File: src/design/crt_pkg.sv
`timescale 1ns / 1ps
// ----------------------------------------------------------------------------
// crt_pkg
// Types, register map and helper functions shared by the cyclic relay timer.
// ----------------------------------------------------------------------------
package crt_pkg;

	// register map
	localparam int ADDR_W     = 5;
	localparam int DATA_W     = 32;
	localparam int LEN_W      = 16;
	localparam int CNT_W      = 8;
	localparam int MODE_W     = 2;
	localparam int NUM_MODES  = 3;

	localparam logic [2:0] REG_ON_LEN0   = 3'd0;
	localparam logic [2:0] REG_ON_LEN1   = 3'd1;
	localparam logic [2:0] REG_ON_LEN2   = 3'd2;
	localparam logic [2:0] REG_OFF_LEN0  = 3'd3;
	localparam logic [2:0] REG_OFF_LEN1  = 3'd4;
	localparam logic [2:0] REG_OFF_LEN2  = 3'd5;
	localparam logic [2:0] REG_THRESHOLD = 3'd6;

	// reset values of the length and threshold registers
	localparam logic [LEN_W-1:0] LEN0_RST   = 16'd660;
	localparam logic [LEN_W-1:0] LEN1_RST   = 16'd3300;
	localparam logic [LEN_W-1:0] LEN2_RST   = 16'd6600;
	localparam logic [CNT_W-1:0] THRESH_RST = 8'd3;

	localparam logic [MODE_W-1:0] MODE_FIRST = 2'd0;
	localparam logic [MODE_W-1:0] MODE_LAST  = 2'd2;

	// configuration seen by the timing logic
	typedef struct packed {
		logic [NUM_MODES-1:0][LEN_W-1:0] on_len;
		logic [NUM_MODES-1:0][LEN_W-1:0] off_len;
		logic [CNT_W-1:0]                threshold;
	} cfg_t;

	// one result item
	typedef struct packed {
		logic              relay_level;
		logic [MODE_W-1:0] on_mode;
		logic [MODE_W-1:0] off_mode;
		logic              mode_changed;
	} res_t;

	// advance a mode, wrapping after the last one
	function automatic logic [MODE_W-1:0] next_mode(input logic [MODE_W-1:0] m);
		logic [MODE_W-1:0] r;
		if (m >= MODE_LAST) begin
			r = MODE_FIRST;
		end else begin
			r = m + 2'd1;
		end
		return r;
	endfunction

	// a mode beyond the last one picks the last length
	function automatic logic [MODE_W-1:0] clamp_mode(input logic [MODE_W-1:0] m);
		return (m > MODE_LAST) ? MODE_LAST : m;
	endfunction

endpackage

File: src/design/crt_regs.sv
`timescale 1ns / 1ps
// ----------------------------------------------------------------------------
// crt_regs
// APB register file holding the phase lengths and the press threshold.
// ----------------------------------------------------------------------------
module crt_regs (
	input  logic                          clk,
	input  logic                          arst_n,
	input  logic                          psel,
	input  logic                          penable,
	input  logic                          pwrite,
	input  logic [crt_pkg::ADDR_W-1:0]    paddr,
	input  logic [crt_pkg::DATA_W-1:0]    pwdata,
	output logic [crt_pkg::DATA_W-1:0]    prdata,
	output logic                          pready,
	output crt_pkg::cfg_t                 cfg
);
	import crt_pkg::*;

	logic       wr_en;
	logic [2:0] idx;
	cfg_t       cfg_q;

	assign pready = 1'b1;
	assign idx    = paddr[ADDR_W-1:2];
	assign wr_en  = psel & penable & pwrite;
	assign cfg    = cfg_q;

	// register writes
	always_ff @(posedge clk or negedge arst_n) begin
		if (!arst_n) begin
			cfg_q.on_len[0]  <= LEN0_RST;
			cfg_q.on_len[1]  <= LEN1_RST;
			cfg_q.on_len[2]  <= LEN2_RST;
			cfg_q.off_len[0] <= LEN0_RST;
			cfg_q.off_len[1] <= LEN1_RST;
			cfg_q.off_len[2] <= LEN2_RST;
			cfg_q.threshold  <= THRESH_RST;
		end else if (wr_en) begin
			unique case (idx)
				REG_ON_LEN0:   cfg_q.on_len[0]  <= pwdata[LEN_W-1:0];
				REG_ON_LEN1:   cfg_q.on_len[1]  <= pwdata[LEN_W-1:0];
				REG_ON_LEN2:   cfg_q.on_len[2]  <= pwdata[LEN_W-1:0];
				REG_OFF_LEN0:  cfg_q.off_len[0] <= pwdata[LEN_W-1:0];
				REG_OFF_LEN1:  cfg_q.off_len[1] <= pwdata[LEN_W-1:0];
				REG_OFF_LEN2:  cfg_q.off_len[2] <= pwdata[LEN_W-1:0];
				REG_THRESHOLD: cfg_q.threshold  <= pwdata[CNT_W-1:0];
				default: ;
			endcase
		end
	end

	// read back, unmapped addresses read as zero
	always_comb begin
		unique case (idx)
			REG_ON_LEN0:   prdata = {{(DATA_W-LEN_W){1'b0}}, cfg_q.on_len[0]};
			REG_ON_LEN1:   prdata = {{(DATA_W-LEN_W){1'b0}}, cfg_q.on_len[1]};
			REG_ON_LEN2:   prdata = {{(DATA_W-LEN_W){1'b0}}, cfg_q.on_len[2]};
			REG_OFF_LEN0:  prdata = {{(DATA_W-LEN_W){1'b0}}, cfg_q.off_len[0]};
			REG_OFF_LEN1:  prdata = {{(DATA_W-LEN_W){1'b0}}, cfg_q.off_len[1]};
			REG_OFF_LEN2:  prdata = {{(DATA_W-LEN_W){1'b0}}, cfg_q.off_len[2]};
			REG_THRESHOLD: prdata = {{(DATA_W-CNT_W){1'b0}}, cfg_q.threshold};
			default:       prdata = '0;
		endcase
	end

endmodule

File: src/design/crt_core.sv
`timescale 1ns / 1ps
// ----------------------------------------------------------------------------
// crt_core
// Phase, tick and press counters with the mode registers; one tick per fire.
// ----------------------------------------------------------------------------
module crt_core (
	input  logic           clk,
	input  logic           arst_n,
	input  logic           fire,
	input  logic           change_pin,
	input  logic           select_pin,
	input  crt_pkg::cfg_t  cfg,
	output crt_pkg::res_t  res
);
	import crt_pkg::*;

	logic              off_phase_q;
	logic [LEN_W-1:0]  tick_q;
	logic [CNT_W-1:0]  press_q;
	logic [MODE_W-1:0] on_mode_q;
	logic [MODE_W-1:0] off_mode_q;

	logic              off_phase_d;
	logic [LEN_W-1:0]  tick_d;
	logic [CNT_W-1:0]  press_d;
	logic [MODE_W-1:0] on_mode_d;
	logic [MODE_W-1:0] off_mode_d;

	logic [CNT_W-1:0]  press_inc;
	logic [CNT_W-1:0]  thr;
	logic [LEN_W-1:0]  tick_inc;
	logic [MODE_W-1:0] cur_mode;
	logic [LEN_W-1:0]  raw_len;
	logic [LEN_W-1:0]  len;
	logic              trig;

	// press count and threshold check, zero threshold acts as one
	assign press_inc = change_pin ? press_q + 8'd1 : press_q;
	assign thr       = (cfg.threshold == '0) ? 8'd1 : cfg.threshold;
	assign trig      = (press_inc >= thr);

	// length of the current phase, zero length acts as one
	assign cur_mode = clamp_mode(off_phase_q ? off_mode_q : on_mode_q);
	assign raw_len  = off_phase_q ? cfg.off_len[cur_mode] : cfg.on_len[cur_mode];
	assign len      = (raw_len == '0) ? 16'd1 : raw_len;
	assign tick_inc = tick_q + 16'd1;

	// next state for this tick
	always_comb begin
		off_phase_d = off_phase_q;
		tick_d      = tick_inc;
		press_d     = press_inc;
		on_mode_d   = on_mode_q;
		off_mode_d  = off_mode_q;
		priority if (trig) begin
			tick_d      = '0;
			press_d     = '0;
			off_phase_d = 1'b0;
			if (select_pin) begin
				on_mode_d = next_mode(on_mode_q);
			end else begin
				off_mode_d = next_mode(off_mode_q);
			end
		end else if (tick_inc >= len) begin
			tick_d      = '0;
			press_d     = '0;
			off_phase_d = ~off_phase_q;
		end else begin
			// mid phase: keep counting
		end
	end

	// state registers
	always_ff @(posedge clk or negedge arst_n) begin
		if (!arst_n) begin
			off_phase_q <= 1'b0;
			tick_q      <= '0;
			press_q     <= '0;
			on_mode_q   <= MODE_FIRST;
			off_mode_q  <= MODE_FIRST;
		end else if (fire) begin
			off_phase_q <= off_phase_d;
			tick_q      <= tick_d;
			press_q     <= press_d;
			on_mode_q   <= on_mode_d;
			off_mode_q  <= off_mode_d;
		end
	end

	// result of this tick
	assign res.relay_level  = off_phase_d;
	assign res.on_mode      = on_mode_d;
	assign res.off_mode     = off_mode_d;
	assign res.mode_changed = trig;

endmodule

File: src/design/cyclic_relay_timer.sv
`timescale 1ns / 1ps
// Path: an accepted item passes the input register, then the result register;
// a full result register held by out_ready low also holds the item in the input register.
// Throughput: one item per cycle while out_ready does not hold the result register.
// Reset: arst_n clears the phase, counters, modes and valid flags at once and
// loads the length and threshold registers with their defaults.
// ----------------------------------------------------------------------------
// cyclic_relay_timer
// Cyclic relay timer stepped by one tick item, with APB configuration.
// ----------------------------------------------------------------------------
module cyclic_relay_timer (
	input  logic                          clk,
	input  logic                          arst_n,
	input  logic                          in_valid,
	output logic                          in_ready,
	input  logic                          change_pin,
	input  logic                          select_pin,
	output logic                          out_valid,
	input  logic                          out_ready,
	output logic                          relay_level,
	output logic [crt_pkg::MODE_W-1:0]    on_mode,
	output logic [crt_pkg::MODE_W-1:0]    off_mode,
	output logic                          mode_changed,
	input  logic                          psel,
	input  logic                          penable,
	input  logic                          pwrite,
	input  logic [crt_pkg::ADDR_W-1:0]    paddr,
	input  logic [crt_pkg::DATA_W-1:0]    pwdata,
	output logic [crt_pkg::DATA_W-1:0]    prdata,
	output logic                          pready
);
	import crt_pkg::*;

	cfg_t cfg;
	res_t res;
	res_t res_s2;
	logic valid_s1;
	logic valid_s2;
	logic change_s1;
	logic select_s1;
	logic advance;
	logic fire;

	// configuration registers
	crt_regs u_regs (
		.clk     (clk),
		.arst_n  (arst_n),
		.psel    (psel),
		.penable (penable),
		.pwrite  (pwrite),
		.paddr   (paddr),
		.pwdata  (pwdata),
		.prdata  (prdata),
		.pready  (pready),
		.cfg     (cfg)
	);

	// handshake: stage 1 moves on when the result register is free or drains
	assign advance  = ~valid_s2 | out_ready;
	assign fire     = valid_s1 & advance;
	assign in_ready = ~valid_s1 | advance;

	// input register
	always_ff @(posedge clk or negedge arst_n) begin
		if (!arst_n) begin
			valid_s1 <= 1'b0;
		end else if (in_ready) begin
			valid_s1 <= in_valid;
		end
	end

	always_ff @(posedge clk) begin
		if (in_ready && in_valid) begin
			change_s1 <= change_pin;
			select_s1 <= select_pin;
		end
	end

	// timing logic
	crt_core u_core (
		.clk        (clk),
		.arst_n     (arst_n),
		.fire       (fire),
		.change_pin (change_s1),
		.select_pin (select_s1),
		.cfg        (cfg),
		.res        (res)
	);

	// result register
	always_ff @(posedge clk or negedge arst_n) begin
		if (!arst_n) begin
			valid_s2 <= 1'b0;
		end else if (advance) begin
			valid_s2 <= valid_s1;
		end
	end

	always_ff @(posedge clk) begin
		if (fire) begin
			res_s2 <= res;
		end
	end

	assign out_valid    = valid_s2;
	assign relay_level  = res_s2.relay_level;
	assign on_mode      = res_s2.on_mode;
	assign off_mode     = res_s2.off_mode;
	assign mode_changed = res_s2.mode_changed;

endmodule

File: config.mk
export PLATFORM = sky130hd
export DESIGN_NAME = cyclic_relay_timer
export DESIGN_NICKNAME = d
export VERILOG_FILES = /design/src/design/crt_pkg.sv /design/src/design/crt_regs.sv /design/src/design/crt_core.sv /design/src/design/cyclic_relay_timer.sv
export SDC_FILE = /design/constraint.sdc
export NUM_CORES = 1
export LEC_CHECK = 0
export BUFFER_PORTS_ARGS = -buffer_cell sky130_fd_sc_hd__buf_2
export CORE_ASPECT_RATIO = 1.2
export CORE_MARGIN = 2
export CORE_UTILIZATION = 50
export DETAILED_ROUTE_END_ITERATION = 8
export PLACE_DENSITY = 0.72
export SYNTH_ARGS = -nofsm -noshare
export SYNTH_HDL_FRONTEND = slang
export SYNTH_HIERARCHICAL = 1
export SYNTH_SLANG_ARGS = --single-unit
File: constraint.sdc
create_clock -name clk -period 3.15 [get_ports clk]
set_input_delay 0.1575 -clock clk [delete_from_list [all_inputs] [get_ports clk]]
set_output_delay 0.1575 -clock clk [all_outputs]
set_load 0.1 [all_outputs]
==> results.md <==
- Run status: finished with violations
- Failing checks: setup timing
- Period utilization: 1.107
- Worst-Skew Late Latency: 430 ps
- Yosys reg bits: between 100 and 150
- Top cell type's share of synthesized area: 0.3016
- Post-Synth Adder-Cell Area: 0.03882
- WL/cell: 22.79 microns
- IO buf count: 51
- Number of max-cap violations: 0
- Final Core Density: 0.6517
- Post-Syn Area: approximately 8400 sq um
- Final setup fails: 26
- Worst-case register-to-register setup slack: -340 ps
- WL final: 25120 microns
- CTS root buf: clkbuf_16
- Post-synth EDFFs: 8
- Mux share of post-synthesis cell area: 0.2293
- CTS Buf Count: 17
- CP required: 3510 ps
- Core Footprint: between 15000 and 20000 sq um
- Vias in the first global route: about 7200
- Detailed-route DRC error count: 0
- Worst Path Arrival: roughly 3900 ps
- WL met2: 12640 microns
- Initial antenna violation count: 0
- Synth Area in XOR/XNOR: 0.02299
- Crit Path Max Fanout: 10
- Syn_area_per_cell: approximately 11 sq um
- Cell taking the most area after synthesis: dfrtp_1
- Die width: between 100 and 150 microns
- IO Count: 87
- Synth Area in Compound Gates: 0.1160
- Max-slew violations: 0
- Diode count: 0
- H-tree levels: 4
- Via density: approximately 6.3
- Layout area overhead: 27.02%
- Pre-CTS WS: -383.0 ps
- Peak supply drop: ~0.00047 V
- CTS clk-pin slew, worst paths: ~60 ps
- Final hold vios: 0
- RSZ-0062 raised after global routing: true
- Maximum root-to-sink buffer count: 2
- Simple logic cell fraction of the synthesized area: 0.1076
- CTS tree: built
- Clock sink count: 143
- Hold slack: roughly 23 ps
- Routability Congestion: around 0.94
- Pwr dens: roughly 900 nW/um^2
- Cells after synthesis: approximately 740
- Tmin final: 3487 ps
- Met3 WL: 1420 microns
- Commonest non-fill, non-tap cells in the layout: 115 x mux2_2, 97 x dfrtp_1, 93 x buf_4
- Ys flop type: dfrtp_1
- Gr usage total: 0.2807
- Share of cells above drive strength 1: 0.4596
- WL met1: roughly 9700 microns
- Largest family of logic cells by synthesized area: multiplexers
- Sequential fraction of the synthesis area: 0.4368
- FP Rows: 51
- Die area: 17820 sq um
- Nets@finish: ~950
- Commonest non-fill, non-tap cell in the layout: mux2_2
- Crit. End Element: register
- Global-route wire length before repair: ~39000 microns
- Setup ws final: -337.2 ps
- Starting Density: 0.5130
- Fmax: 286.8 MHz
- Largest net degree at the start of global routing: between 70 and 80
- Top cells by area, synth: dfrtp_1 30%, mux2_2 16%, dfstp_2 11%, mux2i_1 5.7%, ha_1 3.9%
- Least-Margin Pin Slew: between 1000 and 1500 ps
- DPL Wire Length: 16540 microns
- Clock skew: about 11 ps
- Netlist cell types: 60
- Initial drt markers: a little over 600
- First drt pass iteration count: 7
- Worst reg2reg path depth: 15
- Syn. warnings: 6
- Static leakage: roughly 4.7 nW
- Via Count: 6937
- Rel. slew slack: 0.2807
- Worst Hold Depth: 2
- Worst min path class: primary input to register
- Post-DRT Antenna Nets: 0
- Grt ovf: 0
- Startpoint types: register
- Post-synth ARST share: 0.9441
- Design Power: 0.009628 W
- Die H: around 150 microns
- Worst Path Class, Setup: register to register
- Top Metal Used: met4
==> report_power, final <==
group	internal [W]	switching, W
combinational	0.00226	0.00260
clock	0.00125	0.000777
sequential	0.00231	0.000420
total	0.00583	0.00380
==> cell usage after synthesis, types with 11 or more instances <==
cell       number
dfrtp_1       101
clkbuf_1       23
mux2i_1        48
mux2_2        116
nand2_1        39
ha_1           26
o2bb2ai_1      13
buf_4          21
inv_1          13
nand3_1        21
a22oi_1        11
o221ai_1       14
buf_2          15
o21ai_0        23
nor2_1         28
a21oi_1        15
xnor2_1        16
dfstp_2        34
==> flip-flops by register name, indices dropped and copies added, names as in the netlist <==
name,cells
u_regs/cfg,104
mode_changed,1
out_valid,1
off_mode,2
on_mode,2
u_core/tick_q,16
u_core/off_mode_q,2
relay_level,1
u_core/off_phase_q,1
u_core/on_mode_q,2
u_core/press_q,8
select_s1,1
change_s1,1
valid_s1,1
==> cells by family (layout without fill, tap and decap cells) <==
kind of cell,after synthesis,in the layout
simple gates,164,164
xor+xnor,22,22
buf+inv,77,209
flops,143,143
compound gates,134,134
mux,175,175
other cells,2,17
fa+ha+maj,26,26
==> through the flow <==
step | cells | cell area, sq um | setup TNS [ps]
global placement | 1042 | 9330 | -4836
CTS | 1092 | 10390 | -3845
finish | 1102 | 10650 | -7821
global route | 1102 | 10650 | -13870
detailed placement | 1042 | 9330 | -6740
floorplan | 758 | 8478 | 0
==> layer usage <==
layer,vias up,global-route usage
met2,357,0.4693
met1,3479,0.3383
met3,100,0.05956
met5,-,0
met4,0,0.1437
li1,3001,-
==> worst paths after layout <==
kind | startpoint | to
hold reg to reg | u_core/press_q[7]$_DFFE_PN0P_ | u_core/press_q[7]$_DFFE_PN0P_
setup / recovery | u_core/on_mode_q[0]$_DFFE_PN0P_ | u_core/press_q[0]$_DFFE_PN0P_
max in group asynchronous | arst_n | u_regs/cfg[43]$_DFFE_PN1P_
min in group asynchronous | arst_n | u_core/press_q[0]$_DFFE_PN0P_
hold / removal | pwdata[11] | u_regs/cfg[67]$_DFFE_PN0P_
setup reg to reg | u_core/on_mode_q[0]$_DFFE_PN0P_ | u_core/press_q[0]$_DFFE_PN0P_
==> layout make-up <==
class | count | area (sq um)
Clock buffer | 23 | 489.2
Clock inverter | 9 | 107.6
Fill cell | 1217 | 5690
Inverter | 13 | 52.55
Multi-Input combinational cell | 538 | 4787
Sequential cell | 143 | 3666
Tap cell | 212 | 265.3
Timing Repair Buffer | 164 | 1277
==> what timing repair did <==
item / 4_1_cts / 5_1_grt
hold endpoints to repair: 63 / 0
endpoints found under the setup margin: 26 / 34
setup buffers: 13 / 10
pin swaps: 15 / 16
hold buffers: 4 / 0
cloned: 2 / 1
gates resized for setup: 56 / 35
==> critical path, cell delays in order, from the launching register on <==
cell and delay (ps):
dfrtp_2 430, buf_12 170, mux2i_1 290, a22oi_2 140
o221ai_4 90, and4_4 270, nand4_1 150, o31ai_2 230
ha_1 270, nand2b_4 150, a2111oi_4 300, or4_4 210
nand4b_4 190, buf_12 210, nor3_2 160, a211o_1 140
(Power assumes the default switching activity.)
